### src/rtl/ilid_pkg.sv
// types and constants of the indexed list insert/delete unit
// no dependencies
package ilid_pkg;

  localparam int CAPACITY = 64;
  localparam int COUNT_W  = $clog2(CAPACITY + 1);
  localparam int IDX_W    = $clog2(CAPACITY);
  localparam int DATA_W   = 32;
  localparam int POS_W    = 16;
  localparam int CMD_W    = 3;
  localparam int STATUS_W = 2;

  typedef enum logic [CMD_W-1:0] {
    CMD_READ       = 3'd0,
    CMD_INSERT_HEAD = 3'd1,
    CMD_INSERT_TAIL = 3'd2,
    CMD_INSERT_POS  = 3'd3,
    CMD_DELETE      = 3'd4
  } cmd_t;

  typedef enum logic [STATUS_W-1:0] {
    STATUS_DONE  = 2'd0,
    STATUS_RANGE = 2'd1,
    STATUS_FULL  = 2'd2
  } status_t;

  typedef enum logic [1:0] {
    CELL_HOLD   = 2'd0,
    CELL_INSERT = 2'd1,
    CELL_DELETE = 2'd2
  } cell_op_t;

  // broadcast to every cell of the chain
  typedef struct packed {
    cell_op_t                 op;
    logic [IDX_W-1:0]         slot;
    logic signed [DATA_W-1:0] value;
  } cell_ctrl_t;

endpackage

### src/rtl/ilid_cell.sv
// one list slot: holds an entry and shifts toward either neighbor
// depends on ilid_pkg
module ilid_cell (
  input  logic                              clk,
  input  ilid_pkg::cell_ctrl_t              ctrl,
  input  logic [ilid_pkg::IDX_W-1:0]        index,
  input  logic signed [ilid_pkg::DATA_W-1:0] left,
  input  logic signed [ilid_pkg::DATA_W-1:0] right,
  output logic signed [ilid_pkg::DATA_W-1:0] entry,
  output logic signed [ilid_pkg::DATA_W-1:0] rd_data
);

  always_ff @(posedge clk) begin
    case (ctrl.op)
      ilid_pkg::CELL_INSERT: begin
        if (index == ctrl.slot) begin
          entry <= ctrl.value;
        end else if (index > ctrl.slot) begin
          entry <= left;
        end
      end
      ilid_pkg::CELL_DELETE: begin
        if (index >= ctrl.slot) begin
          entry <= right;
        end
      end
      default: begin
      end
    endcase
  end

  // only the addressed cell drives its entry onto the read bus
  assign rd_data = (index == ctrl.slot) ? entry : '0;

endmodule

### config.mk
export PLATFORM = sky130hd
export DESIGN_NAME = ilid_cell
export DESIGN_NICKNAME = d
export VERILOG_FILES = /design/src/rtl/ilid_pkg.sv /design/src/rtl/ilid_cell.sv
export SDC_FILE = /design/constraint.sdc
export NUM_CORES = 1
export LEC_CHECK = 0
export BUFFER_PORTS_ARGS = -buffer_cell sky130_fd_sc_hd__buf_2
export CAP_MARGIN = 20
export CORE_MARGIN = 8
export CORE_UTILIZATION = 36
export DETAILED_ROUTE_END_ITERATION = 6
export GPL_TIMING_DRIVEN = 0
export PLACE_DENSITY = 0.82
export SETUP_SLACK_MARGIN = 0.5
export SYNTH_ARGS = -nofsm -noshare
export SYNTH_HDL_FRONTEND = slang
export SYNTH_SLANG_ARGS = --single-unit
export TNS_END_PERCENT = 5
### constraint.sdc
create_clock -name clk -period 3.6 [get_ports clk]
set_input_delay 0.54 -clock clk [delete_from_list [all_inputs] [get_ports clk]]
set_output_delay 0.54 -clock clk [all_outputs]
set_load 0.02 [all_outputs]
==> results of run 1 <==
-- through the flow --
stage,worst slack [ns],cells,utilization
after floorplan,0.827,245,-
after global placement,0.264,496,0.520
after detailed placement,0.841,497,0.527
after CTS,0.842,505,0.544
after global routing,0.663,505,0.544
final,0.836,505,0.544
-- Yosys cell counts (all sizes together) --
master	n	share of area
a31oi	32	0.089
buf	13	0.062
and2	32	0.089
a21oi	1	0.0022
nand2	1	0.0028
nor2	33	0.056
edfxtp	32	0.43
nand2b	1	0.0028
clkbuf	15	0.040
o21ai	33	0.073
ha	6	0.033
a21o	1	0.0033
nand4	33	0.092
nand3	2	0.0044
and4	1	0.0039
a41oi	1	0.0039
inv	6	0.010
nor2b	1	0.0028
xnor2	1	0.0039
-- placed cells by master (no fill, tap or decap), types with 3 or more instances in the layout --
master / count
buf_2: 178
nand4_1: 33
nor2_1: 32
a31oi_1: 32
and2_1: 32
edfxtp_1: 32
o21ai_0: 31
clkbuf_1: 10
clkbuf_8: 8
inv_1: 6
ha_1: 6
buf_6: 4
buf_12: 3
clkbuf_2: 3
-- routing by layer --
layer | part of all wire | track usage
met5 | 0 | 0
met4 | 0.015 | 0.0520
met3 | 0.091 | 0.0449
met2 | 0.52 | 0.323
met1 | 0.37 | 0.200
-- area by class of cell --
| cell class | count | area, µm² | share of cell area |
|---|---|---|---|
| clock inverter | 2 | 35.0 | 0.0104 |
| multi-input combinational | 179 | 1060 | 0.314 |
| inverter | 6 | 22.5 | 0.00667 |
| buffer | 28 | 230 | 0.0682 |
| timing repair buffer | 175 | 898 | 0.266 |
| tap | 77 | 96.3 | 0.0285 |
| sequential | 32 | 961 | 0.285 |
| clock buffer | 6 | 72.6 | 0.0215 |
-- critical path: stages --
cell and delay [ns]:
buf_2 0.08, inv_1 0.03, ha_1 0.31, nand4_1 0.34, nor2_2 0.34, clkbuf_2 0.24
and2_1 0.16, buf_2 0.18
-- report_power, final --
group | switching [mW] | internal (mW)
Sequential | 0.0220 | 0.475
Clock | 0.135 | 0.205
Combinational | 0.216 | 0.145
Total | 0.374 | 0.825
-- how the worst min path moves through the flow --
stage	start	endpoint	slack (ns)	cells past startpoint
final	right[26]	entry[26]	0.61	3
after global routing	right[3]	entry[3]	0.61	3
after CTS	right[23]	entry[23]	0.60	3
after detailed placement	right[29]	entry[29]	0.89	3
after global placement	right[11]	entry[11]	0.89	3
after floorplan	right[30]	entry[30]	0.79	2
-- cells by family after synthesis --
logic type      synth area share
simple gates               0.253
compound gates             0.171
buf+inv                    0.112
flops                      0.426
fa+ha+maj                 0.0333
xor+xnor                 0.00389
==> results.json, run 1 <==
{
  "outcome": "complete, no violations",
  "ys_warn_count": 0,
  "min_period_ns": 2.76,
  "initial_core_util": 0.363,
  "finalCritPeriodShare": 0.768,
  "syn_inst": 245,
  "p_per_area_nw_per_um2": 355,
  "layout-drive-gt1-share": 0.477,
  "endpoint": "rd_data[18]",
  "cp_data_required_time_ns": 3.06,
  "maxSlewViolCount": 0,
  "crit_path_start": "ctrl[37]",
  "critical_path_arrival_ns": 2.22,
  "cp_max_fo": 10,
  "ir_drop_mv": 0.196,
  "finish.instance_area_um2": 3380,
  "drc": 0,
  "grt.total_usage": 0.178,
  "reg_top3": "entry (32)",
  "hold_ws_ns": 0.608,
  "cts_buffers": 5,
  "worst_pin_slew_ns": 0.593,
  "grt_pass1_vias": 2636,
  "cts.sinks": 32,
  "synth_cell_types": 26,
  "clkTransAtPathRegs_ns": 0.07,
  "fin_tns_setup_ns": 0,
  "start_kind": "primary input",
  "max_clock_freq_mhz": 362,
  "overflow": 0,
  "h-tree-depth": 2,
  "dpl_cell_area_um2": 3270,
  "grt_max_degree": 21,
  "relSlewSlack": 0.603,
  "grt_pass1_wl_um": 12900,
  "post-cts-setup-buffers": 0,
  "ys_seq_area_frac": 0.426,
  "core_um2": 6200,
  "post_cts_resize_count": 0,
  "area_growth_syn_to_layout_pct": 49.7,
  "vias": 2627,
  "synth_fp_nets": 362,
  "finalNetCount": 544,
  "cts_hold_buf": 0,
  "worstHoldPathType": "in2reg",
  "avgSynthCellArea_um2": 9.20,
  "crit_type": "in2out",
  "clockBufferDepth": 2,
  "postRouteAntennaNets": 0,
  "io_pins": 175,
  "total_power_mw": 1.20,
  "cellLeakagePower_nw": 1.58,
  "antenna_cells": 0,
  "io_buffers": 174,
  "cp-end-kind": "primary output",
  "die-area_um2": 9050,
  "die_h_um": 95.1,
  "rows": 29,
  "rsz0062_at_grt": "no",
  "cap_violations": 0,
  "place.detailed.hpwl_um": 7050,
  "antenna_found_initial": 0,
  "viasPerCell": 5.20,
  "drt_first_iter_violations": 129,
  "largest-register": "entry",
  "cts-root-buf": "clkbuf_8",
  "finalSetupViolCount": 0,
  "dr.pass1.iters": 4,
  "syn-cell-area_um2": 2250,
  "die_x_um": 95.1,
  "final_hold_viol_count": 0,
  "ys_ff_latch": 32,
  "largest_reg_flops": 32,
  "wirelength_um": 8450,
  "wl_per_cell_um": 16.7,
  "nFillCells": 605,
  "cts_tree": "done",
  "place.gp.congestion": 0.815
}
Note: power is estimated with default switching activity, not from simulation.
==> run 2, diff against run 1 <==
Clock period 3.6 ns to 2.2 ns, I/O delays scaled along.
==> run 2 against run 1 <==
Against the previous run:
- sequential cell count did not move
- first-iteration DRC count fell by 26%
- sequential share of layout area fell by 3.2 points
- setup slack got worse by 0.62 ns
- worst hold slack got worse by 0.21 ns
- die area did not move
- final area rose by 12%
- largest power group unchanged
==> results.json, run 2 (synthesized netlist as in run 1, its figures left out) <==
{
  "dp_cells": 497,
  "cp-end-kind": "primary output",
  "grt_pass1_wl_um": 13200,
  "core_um2": 6200,
  "min_period_ns": 1.99,
  "drt_first_iter_violations": 95,
  "area_growth_syn_to_layout_pct": 68.4,
  "postRouteAntennaNets": 0,
  "cts-root-buf": "clkbuf_8",
  "maxSlewViolCount": 0,
  "vias": 2633,
  "start_kind": "primary input",
  "worstHoldPathType": "in2reg",
  "power.share.switching": 0.330,
  "seq_power_share": 0.429,
  "wl_met3_um": 609,
  "drc": 0,
  "layout-drive-gt1-share": 0.530,
  "ir_drop_mv": 0.273,
  "cts_hold_buf": 0,
  "cp_num_buf_inv": 5,
  "antenna_cells": 0,
  "cts_tree": "done",
  "cp_data_required_time_ns": 1.87,
  "grt_pass1_vias": 2741,
  "worst_pin_slew_ns": 0.503,
  "wl_per_cell_um": 17.6,
  "clockPowerShare": 0.227,
  "crit_type": "in2out",
  "path_cells": "buf_8 > inv_8 > ha_4 > nand4_1 > nor2_4 > buf_12 > clkbuf_16 > and2_4 > buf_6",
  "final_cells": 513,
  "antenna_found_initial": 0,
  "grt_max_degree": 18,
  "p_int_mw": 1.28,
  "mostFrequentLayoutCells": "138 x buf_2, 33 x nand4_1, 32 x nor2_1, 32 x a31oi_1, 32 x edfxtp_1",
  "cap_violations": 0,
  "crit_slowest_cell": "ha_4",
  "die_x_um": 95.1,
  "finalWorstSetupSlack_ns": 0.211,
  "finalCritPeriodShare": 0.904,
  "rsz0062_at_grt": "yes",
  "place.gp.congestion": 0.822,
  "cp_max_fo": 7,
  "total_power_mw": 1.90,
  "outcome": "complete, no violations",
  "p_per_area_nw_per_um2": 501,
  "critical_path_arrival_ns": 1.66,
  "clockBufferDepth": 2,
  "dr_wl_met2_um": 4750,
  "die-area_um2": 9050,
  "cts_buffers": 5,
  "final_hold_viol_count": 0,
  "overflow": 0,
  "critPathMaxStageDelay_ns": 0.25,
  "post-place-ws_ns": -0.324,
  "max_clock_freq_mhz": 503,
  "p_comb_frac": 0.345,
  "reg_top3": "entry (32)",
  "wl_met1_um": 3560,
  "cts.sinks": 32,
  "die_h_um": 95.1,
  "io_buffers": 174,
  "largest_reg_flops": 32,
  "h-tree-depth": 2,
  "finalNetCount": 553,
  "crit_path_start": "ctrl[36]",
  "final_util": 0.612,
  "relSlewSlack": 0.665,
  "top_layer_used": "met4",
  "dr.pass1.iters": 4,
  "io_pins": 175,
  "worstHoldStart": "right[10]",
  "place.detailed.hpwl_um": 6860,
  "viasPerCell": 5.13,
  "initial_core_util": 0.363,
  "final_common_cell": "buf_2",
  "cellLeakagePower_nw": 1.68,
  "clkTransAtPathRegs_ns": 0.07,
  "grt.total_usage": 0.182,
  "largest-register": "entry",
  "p_switching_mw": 0.628,
  "finalSetupViolCount": 0,
  "rows": 29,
  "wirelength_um": 9020,
  "cp_top_family": "simple AND/OR/NAND/NOR gates"
}
-- run 2: final timing paths --
path / end / slack (ns) / depth (start not counted)
setup / recovery: rd_data[12] / 0.21 / 9
hold / removal: entry[10] / 0.39 / 3
-- run 2: what timing repair did --
action                     4_1_cts  5_1_grt
buffers inserted                 5        1
hold endpoints to repair         0        0
gates resized for setup         21       57
setup endpoints to repair       78       94
pin swaps                        7        5
gates cloned                     1        2
-- run 2: final cells by class --
class	count	area (µm²)
Clock inverter	1	5.00
Fill cell	536	2410
Timing Repair Buffer	184	1200
Sequential cell	32	961
Inverter	6	35.0
Tap cell	77	96.3
Buffer	28	264
Clock buffer	6	72.6
Multi-Input combinational cell	179	1160
-- run 2: metal layers --
metal  up-vias  track usage
met2       107        0.330
li1       1296            -
met5         -            0
met3         8       0.0331
met4         0       0.0520
met1      1222        0.213
-- run 2: power by group through the flow --
stage               registers [mW]  clock network [mW]  logic [mW]
finish                       0.816               0.431       0.656
global route                 0.827               0.462       0.708
CTS                          0.815               0.439       0.644
detailed placement           0.828                   0       0.611
global placement             0.824                   0       0.588
floorplan                    0.928                   0       0.239
-- run 2: through the flow --
step                      cell area (µm²)  TNS (ns)  hold WS [ns]
after global placement               3310    -18.43         0.676
after detailed placement             3340    -10.77         0.682
final                                3800         0         0.394
after global routing                 3800         0         0.397
after CTS                            3570         0         0.390
after floorplan                      2350     -1.09         0.584
-- run 2: worst min-delay path, cell delays in order --
cell and delay [ns]:
buf_2 0.08, nor2_1 0.03, a31oi_1 0.12
